==> src/rtl/core/running_stats_welford_assert.svh <==
// Assertion macros for the running statistics RTL
`ifndef RUNNING_STATS_WELFORD_ASSERT_SVH
`define RUNNING_STATS_WELFORD_ASSERT_SVH

// same-cycle implication, checked outside reset
`define RSW_ASSERT_NOW(lbl, ante, cons) \
    lbl: assert property (@(posedge i_clk) disable iff (!i_rst_n) (ante) |-> (cons)) \
        else $error("running_stats_welford: check failed");

// next-cycle implication, checked outside reset
`define RSW_ASSERT_NEXT(lbl, ante, cons) \
    lbl: assert property (@(posedge i_clk) disable iff (!i_rst_n) (ante) |=> (cons)) \
        else $error("running_stats_welford: check failed");

`endif

==> src/rtl/core/rsw_pkg.sv <==
// Shared constants and types for the running statistics block
`timescale 1ns / 1ps
package rsw_pkg;
    localparam int SAMPLE_WIDTH_DEF = 16;
    localparam int COUNT_WIDTH_DEF  = 24;
    localparam int MEAN_FRAC_DEF    = 16;

    localparam int TOTAL_W  = 40;
    localparam int AVG_W    = 32;
    localparam int AVG_FRAC = 16;
    localparam int VAR_W    = 39;
    localparam int SD_W     = 24;
    localparam int RAD_W    = 2 * SD_W;
    localparam int VAR_FRAC = 8;
    localparam int SQ_W     = 64;
    localparam int DIV_W    = 64;
    localparam int STEP_W   = $clog2(DIV_W + 1);
    localparam int Q_DEPTH  = 2;

    typedef enum logic {
        OP_ADD   = 1'b0,
        OP_CLEAR = 1'b1
    } t_op;
endpackage

==> src/rtl/core/running_stats_welford.sv <==
// Running statistics top level: count, sum, min, max, Welford mean, variance, sigma
// Input channel: i_in_valid / o_in_stall carry one beat of i_mode and i_sample;
// mode 0 adds the sample, mode 1 clears all statistics.
// Output channel: o_out_valid / i_out_stall carry one result beat per input beat,
// in order, holding the statistics after that item.
// Work per item: a clear or the first sample after a clear skips both divisions and
// the square root; an added sample runs the mean division, the variance division and
// the square root in turn; a sample ignored at full count skips the mean division.
// The shared one-bit-per-cycle divider and the bit-serial root do this work;
// items are worked one at a time.
// A two-beat queue in front lets the source run ahead while an item is at work,
// and a result register lets the next item start while a result waits.
// Reset (synchronous, active low) empties the queue, clears all statistics and
// drops o_out_valid. While i_out_stall is high the result beat holds, the back
// end waits with its next result, and o_in_stall rises once the queue is full.
`timescale 1ns / 1ps
`include "running_stats_welford_assert.svh"
module running_stats_welford #(
    parameter int SAMPLE_WIDTH   = rsw_pkg::SAMPLE_WIDTH_DEF,
    parameter int COUNT_WIDTH    = rsw_pkg::COUNT_WIDTH_DEF,
    parameter int MEAN_FRAC_BITS = rsw_pkg::MEAN_FRAC_DEF
) (
    input  logic                                  i_clk,
    input  logic                                  i_rst_n,
    input  logic                                  i_in_valid,
    output logic                                  o_in_stall,
    input  logic                                  i_mode,
    input  logic signed [SAMPLE_WIDTH-1:0]        i_sample,
    output logic                                  o_out_valid,
    input  logic                                  i_out_stall,
    output logic [COUNT_WIDTH-1:0]                o_sample_count,
    output logic signed [rsw_pkg::TOTAL_W-1:0]    o_total,
    output logic signed [SAMPLE_WIDTH-1:0]        o_smallest,
    output logic signed [SAMPLE_WIDTH-1:0]        o_largest,
    output logic signed [rsw_pkg::AVG_W-1:0]      o_average,
    output logic [rsw_pkg::VAR_W-1:0]             o_spread_sq,
    output logic [rsw_pkg::SD_W-1:0]              o_spread,
    output logic                                  o_saturated
);
    logic                           w_q_valid;
    logic                           w_q_pop;
    rsw_pkg::t_op                   w_q_op;
    logic signed [SAMPLE_WIDTH-1:0] w_q_sample;

    rsw_front #(
        .SAMPLE_WIDTH(SAMPLE_WIDTH)
    ) u_front (
        .i_clk     (i_clk),
        .i_rst_n   (i_rst_n),
        .i_in_valid(i_in_valid),
        .o_in_stall(o_in_stall),
        .i_mode    (i_mode),
        .i_sample  (i_sample),
        .o_q_valid (w_q_valid),
        .i_q_pop   (w_q_pop),
        .o_q_op    (w_q_op),
        .o_q_sample(w_q_sample)
    );

    rsw_back #(
        .SAMPLE_WIDTH  (SAMPLE_WIDTH),
        .COUNT_WIDTH   (COUNT_WIDTH),
        .MEAN_FRAC_BITS(MEAN_FRAC_BITS)
    ) u_back (
        .i_clk         (i_clk),
        .i_rst_n       (i_rst_n),
        .i_q_valid     (w_q_valid),
        .o_q_pop       (w_q_pop),
        .i_q_op        (w_q_op),
        .i_q_sample    (w_q_sample),
        .o_out_valid   (o_out_valid),
        .i_out_stall   (i_out_stall),
        .o_sample_count(o_sample_count),
        .o_total       (o_total),
        .o_smallest    (o_smallest),
        .o_largest     (o_largest),
        .o_average     (o_average),
        .o_spread_sq   (o_spread_sq),
        .o_spread      (o_spread),
        .o_saturated   (o_saturated)
    );

    `RSW_ASSERT_NOW(a_sat_flag, o_out_valid, o_saturated == (o_sample_count == '1))
    `RSW_ASSERT_NOW(a_var_small, o_out_valid && (o_sample_count < COUNT_WIDTH'(2)), (o_spread_sq == '0) && (o_spread == '0))
    `RSW_ASSERT_NOW(a_empty_zero, o_out_valid && (o_sample_count == '0), (o_smallest == '0) && (o_largest == '0) && (o_average == '0) && (o_total == '0))
    `RSW_ASSERT_NOW(a_min_max, o_out_valid, o_smallest <= o_largest)
endmodule

==> src/rtl/core/rsw_front.sv <==
// Front end: accepts input beats, classifies them and queues them for the back end
`timescale 1ns / 1ps
module rsw_front #(
    parameter int SAMPLE_WIDTH = rsw_pkg::SAMPLE_WIDTH_DEF
) (
    input  logic                           i_clk,
    input  logic                           i_rst_n,
    input  logic                           i_in_valid,
    output logic                           o_in_stall,
    input  logic                           i_mode,
    input  logic signed [SAMPLE_WIDTH-1:0] i_sample,
    output logic                           o_q_valid,
    input  logic                           i_q_pop,
    output rsw_pkg::t_op                   o_q_op,
    output logic signed [SAMPLE_WIDTH-1:0] o_q_sample
);
    localparam int PTR_W = $clog2(rsw_pkg::Q_DEPTH);
    localparam int CNT_W = $clog2(rsw_pkg::Q_DEPTH + 1);

    rsw_pkg::t_op                   r_q_op [rsw_pkg::Q_DEPTH];
    logic signed [SAMPLE_WIDTH-1:0] r_q_x  [rsw_pkg::Q_DEPTH];
    logic [PTR_W-1:0]               r_wp;
    logic [PTR_W-1:0]               r_rp;
    logic [CNT_W-1:0]               r_cnt;
    logic                           w_push;
    logic                           w_pop;

    assign o_in_stall = (r_cnt == CNT_W'(rsw_pkg::Q_DEPTH));
    assign o_q_valid  = (r_cnt != '0);
    assign o_q_op     = r_q_op[r_rp];
    assign o_q_sample = r_q_x[r_rp];
    assign w_push     = i_in_valid && !o_in_stall;
    assign w_pop      = i_q_pop && o_q_valid;

    always_ff @(posedge i_clk) begin
        if (w_push) begin
            r_q_op[r_wp] <= i_mode ? rsw_pkg::OP_CLEAR : rsw_pkg::OP_ADD;
            r_q_x[r_wp]  <= i_sample;
        end
    end

    always_ff @(posedge i_clk) begin
        if (!i_rst_n) begin
            r_wp  <= '0;
            r_rp  <= '0;
            r_cnt <= '0;
        end else begin
            if (w_push) begin
                r_wp <= (r_wp == PTR_W'(rsw_pkg::Q_DEPTH - 1)) ? '0 : r_wp + 1'b1;
            end
            if (w_pop) begin
                r_rp <= (r_rp == PTR_W'(rsw_pkg::Q_DEPTH - 1)) ? '0 : r_rp + 1'b1;
            end
            if (w_push && !w_pop) begin
                r_cnt <= r_cnt + 1'b1;
            end else if (w_pop && !w_push) begin
                r_cnt <= r_cnt - 1'b1;
            end
        end
    end
endmodule

==> src/rtl/core/rsw_div.sv <==
// Restoring divider, one quotient bit per cycle, left-aligned dividend
`timescale 1ns / 1ps
module rsw_div #(
    parameter int COUNT_WIDTH = rsw_pkg::COUNT_WIDTH_DEF
) (
    input  logic                         i_clk,
    input  logic                         i_rst_n,
    input  logic                         i_start,
    input  logic [rsw_pkg::STEP_W-1:0]   i_steps,
    input  logic [rsw_pkg::DIV_W-1:0]    i_dividend,
    input  logic [COUNT_WIDTH-1:0]       i_divisor,
    output logic                         o_done,
    output logic [rsw_pkg::DIV_W-1:0]    o_quotient
);
    logic [rsw_pkg::DIV_W-1:0]  r_quo;
    logic [COUNT_WIDTH-1:0]     r_rem;
    logic [COUNT_WIDTH-1:0]     r_den;
    logic [rsw_pkg::STEP_W-1:0] r_cnt;
    logic                       r_busy;
    logic                       r_done;
    logic [COUNT_WIDTH:0]       w_sh;
    logic                       w_ge;

    assign w_sh       = {r_rem, r_quo[rsw_pkg::DIV_W-1]};
    assign w_ge       = (w_sh >= {1'b0, r_den});
    assign o_done     = r_done;
    assign o_quotient = r_quo;

    always_ff @(posedge i_clk) begin
        if (i_start) begin
            r_quo <= i_dividend;
            r_rem <= '0;
            r_den <= i_divisor;
        end else if (r_busy) begin
            r_quo <= {r_quo[rsw_pkg::DIV_W-2:0], w_ge};
            r_rem <= w_ge ? COUNT_WIDTH'(w_sh - {1'b0, r_den}) : COUNT_WIDTH'(w_sh);
        end
    end

    always_ff @(posedge i_clk) begin
        if (!i_rst_n) begin
            r_busy <= 1'b0;
            r_cnt  <= '0;
            r_done <= 1'b0;
        end else begin
            r_done <= 1'b0;
            if (i_start) begin
                r_busy <= 1'b1;
                r_cnt  <= i_steps;
            end else if (r_busy) begin
                r_cnt <= r_cnt - 1'b1;
                if (r_cnt == rsw_pkg::STEP_W'(1)) begin
                    r_busy <= 1'b0;
                    r_done <= 1'b1;
                end
            end
        end
    end
endmodule

==> src/rtl/core/rsw_sqrt.sv <==
// Bit-serial floor square root, one root bit per cycle
`timescale 1ns / 1ps
module rsw_sqrt (
    input  logic                      i_clk,
    input  logic                      i_rst_n,
    input  logic                      i_start,
    input  logic [rsw_pkg::RAD_W-1:0] i_radicand,
    output logic                      o_done,
    output logic [rsw_pkg::SD_W-1:0]  o_root
);
    localparam int SDW   = rsw_pkg::SD_W;
    localparam int CNT_W = $clog2(SDW + 1);

    logic [rsw_pkg::RAD_W-1:0] r_rad;
    logic [SDW:0]              r_rem;
    logic [SDW-1:0]            r_root;
    logic [CNT_W-1:0]          r_cnt;
    logic                      r_busy;
    logic                      r_done;
    logic [SDW+2:0]            w_sh;
    logic [SDW+2:0]            w_trial;
    logic                      w_ge;

    assign w_sh    = {r_rem, r_rad[rsw_pkg::RAD_W-1 -: 2]};
    assign w_trial = (SDW + 3)'({r_root, 2'b01});
    assign w_ge    = (w_sh >= w_trial);
    assign o_done  = r_done;
    assign o_root  = r_root;

    always_ff @(posedge i_clk) begin
        if (i_start) begin
            r_rad  <= i_radicand;
            r_rem  <= '0;
            r_root <= '0;
        end else if (r_busy) begin
            r_rad  <= {r_rad[rsw_pkg::RAD_W-3:0], 2'b00};
            r_rem  <= w_ge ? (SDW + 1)'(w_sh - w_trial) : (SDW + 1)'(w_sh);
            r_root <= {r_root[SDW-2:0], w_ge};
        end
    end

    always_ff @(posedge i_clk) begin
        if (!i_rst_n) begin
            r_busy <= 1'b0;
            r_cnt  <= '0;
            r_done <= 1'b0;
        end else begin
            r_done <= 1'b0;
            if (i_start) begin
                r_busy <= 1'b1;
                r_cnt  <= CNT_W'(SDW);
            end else if (r_busy) begin
                r_cnt <= r_cnt - 1'b1;
                if (r_cnt == CNT_W'(1)) begin
                    r_busy <= 1'b0;
                    r_done <= 1'b1;
                end
            end
        end
    end
endmodule

==> src/rtl/core/rsw_back.sv <==
// Back end: statistics state, Welford update sequencer and result register
`timescale 1ns / 1ps
module rsw_back #(
    parameter int SAMPLE_WIDTH   = rsw_pkg::SAMPLE_WIDTH_DEF,
    parameter int COUNT_WIDTH    = rsw_pkg::COUNT_WIDTH_DEF,
    parameter int MEAN_FRAC_BITS = rsw_pkg::MEAN_FRAC_DEF
) (
    input  logic                                  i_clk,
    input  logic                                  i_rst_n,
    input  logic                                  i_q_valid,
    output logic                                  o_q_pop,
    input  rsw_pkg::t_op                          i_q_op,
    input  logic signed [SAMPLE_WIDTH-1:0]        i_q_sample,
    output logic                                  o_out_valid,
    input  logic                                  i_out_stall,
    output logic [COUNT_WIDTH-1:0]                o_sample_count,
    output logic signed [rsw_pkg::TOTAL_W-1:0]    o_total,
    output logic signed [SAMPLE_WIDTH-1:0]        o_smallest,
    output logic signed [SAMPLE_WIDTH-1:0]        o_largest,
    output logic signed [rsw_pkg::AVG_W-1:0]      o_average,
    output logic [rsw_pkg::VAR_W-1:0]             o_spread_sq,
    output logic [rsw_pkg::SD_W-1:0]              o_spread,
    output logic                                  o_saturated
);
    localparam int HW    = SAMPLE_WIDTH + MEAN_FRAC_BITS;
    localparam int MW    = HW + 1;
    localparam int PW    = 2 * HW;
    localparam int SHIFT = 2 * MEAN_FRAC_BITS - rsw_pkg::VAR_FRAC;
    localparam int DW    = rsw_pkg::DIV_W;
    localparam int SQW   = rsw_pkg::SQ_W;
    localparam int VW    = rsw_pkg::VAR_W;

    typedef enum logic [3:0] {
        S_IDLE, S_APPLY, S_MDIV, S_DIFF, S_MUL, S_ACC, S_VAR, S_VDIV, S_SQRT, S_OUT
    } t_state;

    t_state                              r_state;
    rsw_pkg::t_op                        r_op;
    logic signed [SAMPLE_WIDTH-1:0]      r_x;
    logic [COUNT_WIDTH-1:0]              r_count;
    logic signed [rsw_pkg::TOTAL_W-1:0]  r_sum;
    logic signed [SAMPLE_WIDTH-1:0]      r_min;
    logic signed [SAMPLE_WIDTH-1:0]      r_max;
    logic signed [MW-1:0]                r_mean;
    logic [SQW-1:0]                      r_sq;
    logic [HW-1:0]                       r_mag_a;
    logic [HW-1:0]                       r_mag_b;
    logic                                r_neg;
    logic [PW-1:0]                       r_prod;
    logic [VW-1:0]                       r_var;
    logic [rsw_pkg::SD_W-1:0]            r_sd;
    logic                                r_div_start;
    logic [rsw_pkg::STEP_W-1:0]          r_div_steps;
    logic [DW-1:0]                       r_div_num;
    logic [COUNT_WIDTH-1:0]              r_div_den;
    logic                                r_sqrt_start;
    logic [rsw_pkg::RAD_W-1:0]           r_rad;
    logic                                r_out_valid;
    logic [COUNT_WIDTH-1:0]              r_o_count;
    logic signed [rsw_pkg::TOTAL_W-1:0]  r_o_total;
    logic signed [SAMPLE_WIDTH-1:0]      r_o_min;
    logic signed [SAMPLE_WIDTH-1:0]      r_o_max;
    logic signed [rsw_pkg::AVG_W-1:0]    r_o_avg;
    logic [VW-1:0]                       r_o_var;
    logic [rsw_pkg::SD_W-1:0]            r_o_sd;
    logic                                r_o_sat;

    logic                                w_div_done;
    logic [DW-1:0]                       w_quo;
    logic                                w_sqrt_done;
    logic [rsw_pkg::SD_W-1:0]            w_root;
    logic signed [MW-1:0]                w_xs;
    logic signed [MW:0]                  w_diff_old;
    logic signed [MW:0]                  w_diff_new;
    logic [MW:0]                         w_mag_old;
    logic [MW:0]                         w_mag_new;
    logic signed [MW-1:0]                w_q_ext;
    logic signed [MW-1:0]                w_step;
    logic [SQW:0]                        w_acc;
    logic [VW-1:0]                       w_var_sat;
    logic                                w_full;
    logic                                w_empty;
    logic                                w_out_free;

    assign w_xs       = MW'(r_x) <<< MEAN_FRAC_BITS;
    assign w_diff_old = (MW + 1)'(w_xs) - (MW + 1)'(r_mean);
    assign w_diff_new = (MW + 1)'(w_xs) - (MW + 1)'(r_mean);
    assign w_mag_old  = w_diff_old[MW] ? (MW + 1)'(-w_diff_old) : (MW + 1)'(w_diff_old);
    assign w_mag_new  = w_diff_new[MW] ? (MW + 1)'(-w_diff_new) : (MW + 1)'(w_diff_new);
    assign w_q_ext    = signed'(MW'({1'b0, w_quo[HW-1:0]}));
    assign w_step     = r_neg ? (MW'(0) - w_q_ext) : w_q_ext;
    assign w_acc      = (SQW + 1)'(r_sq) + (SQW + 1)'(r_prod >> SHIFT);
    assign w_var_sat  = (w_quo[DW-1:VW] != '0) ? '1 : w_quo[VW-1:0];
    assign w_full     = (r_count == '1);
    assign w_empty    = (r_count == '0);
    assign w_out_free = !r_out_valid || !i_out_stall;
    assign o_q_pop    = (r_state == S_IDLE);

    rsw_div #(
        .COUNT_WIDTH(COUNT_WIDTH)
    ) u_div (
        .i_clk     (i_clk),
        .i_rst_n   (i_rst_n),
        .i_start   (r_div_start),
        .i_steps   (r_div_steps),
        .i_dividend(r_div_num),
        .i_divisor (r_div_den),
        .o_done    (w_div_done),
        .o_quotient(w_quo)
    );

    rsw_sqrt u_sqrt (
        .i_clk     (i_clk),
        .i_rst_n   (i_rst_n),
        .i_start   (r_sqrt_start),
        .i_radicand(r_rad),
        .o_done    (w_sqrt_done),
        .o_root    (w_root)
    );

    always_ff @(posedge i_clk) begin
        if (!i_rst_n) begin
            r_state      <= S_IDLE;
            r_count      <= '0;
            r_sum        <= '0;
            r_min        <= '0;
            r_max        <= '0;
            r_mean       <= '0;
            r_sq         <= '0;
            r_div_start  <= 1'b0;
            r_sqrt_start <= 1'b0;
            r_out_valid  <= 1'b0;
        end else begin
            r_div_start  <= 1'b0;
            r_sqrt_start <= 1'b0;
            if (r_out_valid && !i_out_stall) begin
                r_out_valid <= 1'b0;
            end
            unique case (r_state)
                S_IDLE: begin
                    if (i_q_valid) begin
                        r_op    <= i_q_op;
                        r_x     <= i_q_sample;
                        r_state <= S_APPLY;
                    end
                end
                S_APPLY: begin
                    if (r_op == rsw_pkg::OP_CLEAR) begin
                        r_count <= '0;
                        r_sum   <= '0;
                        r_min   <= '0;
                        r_max   <= '0;
                        r_mean  <= '0;
                        r_sq    <= '0;
                        r_state <= S_VAR;
                    end else if (w_full) begin
                        r_state <= S_VAR;
                    end else begin
                        r_min   <= (w_empty || r_x < r_min) ? r_x : r_min;
                        r_max   <= (w_empty || r_x > r_max) ? r_x : r_max;
                        r_sum   <= r_sum + rsw_pkg::TOTAL_W'(r_x);
                        r_count <= r_count + 1'b1;
                        if (w_empty) begin
                            r_mean  <= w_xs;
                            r_state <= S_VAR;
                        end else begin
                            r_mag_a     <= w_mag_old[HW-1:0];
                            r_neg       <= w_diff_old[MW];
                            r_div_num   <= {w_mag_old[HW-1:0], (DW - HW)'(0)};
                            r_div_den   <= r_count + 1'b1;
                            r_div_steps <= rsw_pkg::STEP_W'(HW);
                            r_div_start <= 1'b1;
                            r_state     <= S_MDIV;
                        end
                    end
                end
                S_MDIV: begin
                    if (w_div_done) begin
                        r_mean  <= r_mean + w_step;
                        r_state <= S_DIFF;
                    end
                end
                S_DIFF: begin
                    r_mag_b <= w_mag_new[HW-1:0];
                    r_state <= S_MUL;
                end
                S_MUL: begin
                    r_prod  <= r_mag_a * r_mag_b;
                    r_state <= S_ACC;
                end
                S_ACC: begin
                    r_sq    <= w_acc[SQW] ? '1 : w_acc[SQW-1:0];
                    r_state <= S_VAR;
                end
                S_VAR: begin
                    if (r_count > COUNT_WIDTH'(1)) begin
                        r_div_num   <= r_sq;
                        r_div_den   <= r_count - 1'b1;
                        r_div_steps <= rsw_pkg::STEP_W'(DW);
                        r_div_start <= 1'b1;
                        r_state     <= S_VDIV;
                    end else begin
                        r_var   <= '0;
                        r_sd    <= '0;
                        r_state <= S_OUT;
                    end
                end
                S_VDIV: begin
                    if (w_div_done) begin
                        r_var        <= w_var_sat;
                        r_rad        <= rsw_pkg::RAD_W'({w_var_sat, rsw_pkg::VAR_FRAC'(0)});
                        r_sqrt_start <= 1'b1;
                        r_state      <= S_SQRT;
                    end
                end
                S_SQRT: begin
                    if (w_sqrt_done) begin
                        r_sd    <= w_root;
                        r_state <= S_OUT;
                    end
                end
                S_OUT: begin
                    if (w_out_free) begin
                        r_out_valid <= 1'b1;
                        r_o_count   <= r_count;
                        r_o_total   <= r_sum;
                        r_o_min     <= w_empty ? '0 : r_min;
                        r_o_max     <= w_empty ? '0 : r_max;
                        r_o_avg     <= w_empty ? '0 : rsw_pkg::AVG_W'(r_mean)
                                       <<< (rsw_pkg::AVG_FRAC - MEAN_FRAC_BITS);
                        r_o_var     <= r_var;
                        r_o_sd      <= r_sd;
                        r_o_sat     <= w_full;
                        r_state     <= S_IDLE;
                    end
                end
                default: r_state <= S_IDLE;
            endcase
        end
    end

    assign o_out_valid    = r_out_valid;
    assign o_sample_count = r_o_count;
    assign o_total        = r_o_total;
    assign o_smallest     = r_o_min;
    assign o_largest      = r_o_max;
    assign o_average      = r_o_avg;
    assign o_spread_sq    = r_o_var;
    assign o_spread       = r_o_sd;
    assign o_saturated    = r_o_sat;
endmodule
==> config.mk <==
export PLATFORM = sky130hd
export DESIGN_NAME = running_stats_welford
export DESIGN_NICKNAME = d
export VERILOG_FILES = /design/src/rtl/core/rsw_pkg.sv /design/src/rtl/core/running_stats_welford.sv /design/src/rtl/core/rsw_front.sv /design/src/rtl/core/rsw_div.sv /design/src/rtl/core/rsw_sqrt.sv /design/src/rtl/core/rsw_back.sv
export VERILOG_INCLUDE_DIRS = /design/src /design/src/rtl/core
export SDC_FILE = /design/constraint.sdc
export NUM_CORES = 2
export LEC_CHECK = 0
export BUFFER_PORTS_ARGS = -buffer_cell sky130_fd_sc_hd__buf_4
export CELL_PAD_IN_SITES_DETAIL_PLACEMENT = 0
export CELL_PAD_IN_SITES_GLOBAL_PLACEMENT = 2
export CORE_MARGIN = 3
export CORE_UTILIZATION = 43
export CTS_CLUSTER_DIAMETER = 200
export DETAILED_ROUTE_END_ITERATION = 16
export HOLD_SLACK_MARGIN = 0.02
export PLACE_DENSITY_LB_ADDON = 0.1
export SLEW_MARGIN = 40
export SYNTH_ARGS = -nofsm -noshare
export SYNTH_HDL_FRONTEND = slang
export SYNTH_HIERARCHICAL = 1
export SYNTH_SLANG_ARGS = --single-unit
==> constraint.sdc <==
create_clock -name i_clk -period 11.05 [get_ports i_clk]
set_input_delay 0.5525 -clock i_clk [delete_from_list [all_inputs] [get_ports i_clk]]
set_output_delay 0.5525 -clock i_clk [all_outputs]
set_load 0.05 [all_outputs]
After elaboration in Yosys (flattened, before gate mapping)

Memory sizes are Yosys's and may differ from the RTL's. A register that Yosys moved wholly into a read port is not among the register bits.
Index checks and enable logic that the tools add are counted.

Logic and storage cells: 234
Bits in writable memories: 34
Output and inout port bits: 194
Register bits after elaboration: 945
Input port bits: 21
Memories: 2

$mul: 1
Muxes and demuxes: 86
Magnitude comparators: 5
Add/subtract/negate cells: 16
Reduce and logical (&&, ||, !) cells: 46
Equal/unequal tests: 27
Bitwise gates (word level): 6

Memories:

| name           | words | width | rd ports | clocked after Yosys merged registers in | wr ports | RTL line        | source |
|---|---|---|---|---|---|---|---|
| u_front.r_q_x  | 2     | 16    | 1        | 1                                       | 1        | rsw_front.sv:21 | `logic signed [SAMPLE_WIDTH-1:0] r_q_x [rsw_pkg::Q_DEPTH];` |
| u_front.r_q_op | 2     | 1     | 1        | 1                                       | 1        | rsw_front.sv:20 | `rsw_pkg::t_op r_q_op [rsw_pkg::Q_DEPTH];` |

Operator list:

| operator                                          | number |
|---|---|
| two-way mux 64 bit                                | 8 |
| case mux 64 bit (2 select lines)                  | 2 |
| two-way mux 24 bit                                | 9 |
| two-way mux 33 bit                                | 5 |
| two-way mux 39 bit                                | 3 |
| two-way mux 16 bit                                | 6 |
| case mux 24 bit (2 select lines)                  | 2 |
| two-way mux 40 bit                                | 2 |
| case mux 39 bit (2 select lines)                  | 1 |
| case mux 33 bit (2 select lines)                  | 1 |
| adder 64 x 40 -> 65 bit                           | 1 |
| multiplier 32 x 32 -> 64 bit                      | 1 |
| two-way mux 48 bit                                | 1 |
| two-way mux 47 bit                                | 1 |
| two-way mux 7 bit                                 | 6 |
| adder 40 x 16 -> 40 bit                           | 1 |
| case mux 4 bit (10 select lines)                  | 1 |
| subtractor 32 x 33 -> 34 bit                      | 1 |
| adder 33 bit                                      | 1 |
| subtractor 1 x 32 -> 33 bit, first input constant | 1 |
| two-way mux 32 bit                                | 1 |
| two-way mux 4 bit                                 | 8 |
| negation 32 bit                                   | 1 |
| >= comparator 27 x 26 -> 1 bit                    | 1 |
| other kinds (47)                                  | 122 |

Logic depth before layout (Yosys ltp)

Word-level depth: 7
Depth in mapped cells: 29

By module

Netlist, hierarchy kept.

Modules (own cells, without submodules):

| module    | instances | cells an instance | area each (µm²) |
|---|---|---|---|
| rsw_back  | 1         | 6892              | 67745.0 |
| rsw_div   | 1         | 575               | 6451.2 |
| rsw_sqrt  | 1         | 574               | 5736.8 |
| rsw_front | 1         | 78                | 1461.4 |

Worst setup path before layout

OpenSTA, ideal clock, no wires.

Kind: input to register
From: in i_rst_n
To: reg u_back.r_o_avg, in the netlist u_back/o_average[0] (enable)
Data required time: 10304 ps
Cell stages on the path: 4
Arrival: 9086 ps
Buffers on the path: 2
Path slack: 1217 ps
Path through: clkbuf_1 -> clkbuf_1 -> nand2_1 -> nor2_1

Word-level cells in the longest chain between the ends: 1

RTL lines:

| what                          | RTL line                    | source |
|---|---|---|
| start: declaration            | running_stats_welford.sv:24 | `input logic i_rst_n,` |
| AND reduction 3 bit (no line) | -                           |  |
| end signal: assignment        | rsw_back.sv:229             | `r_o_avg <= w_empty ? '0 : rsw_pkg::AVG_W'(r_mean)` |
| end: declaration              | rsw_back.sv:63              | `logic signed [rsw_pkg::AVG_W-1:0] r_o_avg;` |

Every way passes these cells.
A chain may end at the register's enable or synchronous reset.

Final worst setup path

From: reg u_back.r_mag_b[4]
To: reg u_back.r_prod[62] (data pin)

Word-level cells in the longest chain between the ends: 1

RTL lines:

| what                         | RTL line        | source |
|---|---|---|
| start: declaration           | rsw_back.sv:47  | `logic [HW-1:0] r_mag_b;` |
| start signal: assignment     | rsw_back.sv:184 | `r_mag_b <= w_mag_new[HW-1:0];` |
| multiplier 32 x 32 -> 64 bit | rsw_back.sv:188 | `r_prod <= r_mag_a * r_mag_b;` |
| end signal: assignment       | rsw_back.sv:188 |  |
| end: declaration             | rsw_back.sv:49  | `logic [PW-1:0] r_prod;` |

Every way passes these cells.

==> results by group <==
Layout
  • Layout cell share with drive strength beyond 1: under 10%
  • Area grow syn2layout: 10.6%
  • Final nets: 9,593

Floorplan
  • Starting Density: 43.3%
  • Die area: 195,000 µm²
  • Core ar.: about 190,000 µm²
  • I/O Pins: 215
  • Die X: 441 µm
  • Row Count: 159
  • Die Span Y: 441 µm

Synth
  • Unique cell type count in the Yosys netlist: 103
  • Area leader, netlist: edfxtp_1
  • Top cells by area, synth: edfxtp_1 (25%), fa_1 (22%), ha_1 (7.4%), dfxtp_1 (7.2%), inv_1 (5.1%)
  • FF+latch count, synth: 970
  • Syn avg cell area: ~10 µm²
  • Ys async rst share: 0%
  • Ys Warns: 6
  • Post-synth EDFFs: between 600 and 700
  • Synth top area share: 24.9%
  • Ys flop type: edfxtp_1
  • Post-synthesis sequential area ratio: 32.2%
  • Syn Std Cell Area: 81,400 µm²
  • Post-Synthesis Cells: 8,119

CTS
  • Clock Latency Late Sink: 0.77 ns
  • Root Buffer: clkbuf_16
  • Worst-path clk slew: roughly 0.070 ns
  • H-tree levels: 3
  • CTS sink count: 970
  • Max Root-Sink Buffers: 3
  • Post-CTS sizing: 0
  • CTS Buf Count: 109
  • CTS tree: yes

Setup path
  • Slowest library cell on the worst path: o311ai_1
  • Worst r2r path cells: 29
  • Register-to-register setup slack: 1.66 ns
  • Biggest cell delay along the critical path: 0.68 ns
  • FF-to-FF Start: u_back/r_mag_b[4]
  • Crit Path Class: reg2reg
  • Data arrival, critical path: 9.85 ns
  • Setup crit start kind: flip-flop
  • Critical path endpoint category: flip-flop
  • Most used cell, CP: fa_1
  • Critical R2R Capture: u_back/r_prod[62]
  • Critical Path RT: 11.51 ns
  • CP Max Fanout: 18

Global routing
  • Total track usage: 25.3%
  • Maximum number of pins on one net before global-route repair: 81
  • Vias in the first global route: 59,600
  • Grt met2 use: approximately two fifths
  • Met1 usage: 36.3%
  • Most crowded layer after global routing: met2
  • GRT overflow: 0
  • Initial antenna violation count: 15
  • First-pass GRT wire length: 374,000 µm
  • Met3 GRT Util: 3.09%

Pwr
  • PwrDens: roughly 350 nW/µm²
  • Switching Fraction: 49.3%
  • Leak: 38.2 nW
  • Gate power share: 70.3%
  • P_int: 15.8 mW
  • NetSw: 15.4 mW
  • Power Total: 31.2 mW
  • Sequential Power Share: around 17%
  • Clk network pwr share: between 10 and 15%
  • Max VDD drop: 0.764 mV

Placement
  • Routability cong.: between 0.8 and 0.9
  • Post-DP HPWL: roughly 190,000 µm
  • Port bufs: between 200 and 250

Timing
  • Worst Tran Pin Value: 0.904 ns
  • Total negative slack: 0 ns
  • Worst slew margin: around two fifths
  • RSZ-0062 raised after global routing: false
  • Final period util: 84.9%
  • Fmax: 107 MHz
  • Clock skew: 0.0574 ns
  • Final setup fails: 0
  • Min Clock Period, post-route: 9.39 ns
  • Slew Limit Fails: 0
  • Endpoints failing hold: 0

Worst hold path
  • Worst hold stages: 3
  • Beginning of the worst hold path: i_in_valid
  • Min-Delay Path Class: in2reg
  • Hold worst-path end: u_front/r_wp

Status
  • Run status: finished, final reports clean

Drt
  • Total wire length: 243,000 µm
  • Routed Antenna Nets: 0
  • Total number of vias: 58,400
  • Pre-antenna DRT Iters: 5
  • Post-DR vias/cell: 5.41
  • Routed length per instance: around 23 µm
  • DR iter-0 viols: 4,077
  • DR DRC count: 0

Flow run
  • Max_cap viols: 0
-- state kept, by name (all words and copies together), names as in the netlist, 25 cells and up, named ones only --
register,cells
u_back/r_sq,64
u_front/r_q_x,32
u_back/o_spread_sq,39
u_back/u_div/o_quotient,64
u_back/r_mag_b,32
u_back/o_average,32
u_back/u_sqrt/r_rem,25
u_back/u_sqrt/r_rad,48
u_back/r_sum,40
u_back/r_rad,39
u_back/r_div_num,64
u_back/r_prod,40
u_back/r_mean,33
u_back/r_mag_a,32
u_back/r_var,39
u_back/o_total,40
-- per-layer routing --
layer  up-vias  part of all wire [%]
li1      27100                     -
met1     29600                    46
met2      1435                    47
met3       233                   5.1
met4         2                   2.2
met5         -                0.0053
-- final cells by class --
class / count / area, µm²
inverter: 1118 / 4200
antenna: 4 / 10.0
clock inverter: 82 / 936
timing repair buffer: 379 / 3000
multi-input combinational: 5616 / 49700
sequential: 970 / 26200
tap: 2495 / 3120
clock buffer: 125 / 2860
fill: 17800 / 98000
-- metrics by stage --
| stage | hold WS (ns) | std cells | util (%) | setup WS [ns] | area (µm²) |
|---|---|---|---|---|---|
| 4_1_cts | 0.0691 | 10800 | 47.8 | 1.67 | 89900 |
| 6_report | 0.150 | 10800 | 47.9 | 1.66 | 90000 |
| 3_5_place_dp | 0.405 | 10600 | 45.7 | 1.76 | 85900 |
| 5_1_grt | 0.112 | 10800 | 47.9 | 1.27 | 90000 |
| 3_3_place_gp | 0.401 | 10500 | 45.5 | 1.24 | 85600 |
| 2_1_floorplan | 0.400 | 8132 | - | 1.22 | 81400 |
-- cell families after synthesis --
kind of cell,synth area share [%]
AOI/OAI and AO/OA,9.91
xor gates and xnor gates,3.05
adders and majority gates,29.5
buffers and inverters,7.24
DFF,32.2
muxes,2.66
other,0.00461
and+or+nand+nor,15.5
-- worst max-delay path, delay by kind of cell (launching register included) --
kind                       cells  cell delay (ns)
buffers and inverters         10             1.17
and+or+nand+nor                4             0.99
xor gates and xnor gates       1             0.15
AOI/OAI and AO/OA              5             1.73
DFF                            1             0.63
adders and majority gates      9             4.42
-- power by group through the flow --
stage | clock network (mW) | logic [mW] | registers [mW]
floorplan | 0 | 15.3 | 5.33
global placement | 0 | 21.8 | 5.50
detailed placement | 0 | 21.9 | 5.49
CTS | 3.95 | 22.1 | 5.42
global route | 4.09 | 24.9 | 5.44
finish | 3.84 | 21.9 | 5.41
-- timing repair --
item	in CTS	in global routing
hold endpoints to repair	34	0
setup buffers	0	0
hold buffers	17	0
-- worst max path at each step --
stage | startpoint | end | slack, ns
after detailed placement | u_back/r_mag_b[4] | u_back/r_prod[62] | 1.76
after global placement | u_back/r_mag_b[4] | u_back/r_prod[62] | 1.24
after CTS | u_back/r_mag_b[4] | u_back/r_prod[62] | 1.67
after global routing | u_back/r_mag_b[4] | u_back/r_prod[62] | 1.27
after floorplan | i_rst_n | u_back/o_average[0] | 1.22
final | u_back/r_mag_b[4] | u_back/r_prod[62] | 1.66
-- cells in the final DEF, fill, tap and decap left out, drive strengths merged, types with 51 or more instances in the layout --
cell type	netlist	routed
nand3	119	119
and3	108	108
mux2	147	147
inv	1118	1130
clkbuf	373	125
or3	73	73
nor2b	87	87
nor3	79	79
xor2	90	90
and2	636	636
dfxtp	294	294
a21o	118	118
mux2i	51	51
xnor2	193	193
nand2	811	811
edfxtp	676	676
fa	899	899
ha	479	479
buf	55	362
o21ai	263	263
a21oi	448	448
nand4	56	56
nor2	337	337
-- synthesized netlist by cell type (all sizes together) (79+ instances only) --
| cell type | n |
|---|---|
| edfxtp | 676 |
| ha | 479 |
| nand3 | 119 |
| xor2 | 90 |
| nand2 | 811 |
| fa | 899 |
| inv | 1118 |
| o21ai | 263 |
| nor3 | 79 |
| dfxtp | 294 |
| nor2b | 87 |
| and3 | 108 |
| and2 | 636 |
| a21oi | 448 |
| clkbuf | 373 |
| mux2 | 147 |
| a21o | 118 |
| nor2 | 337 |
| xnor2 | 193 |
No activity file was read; power rests on OpenSTA's default activity.
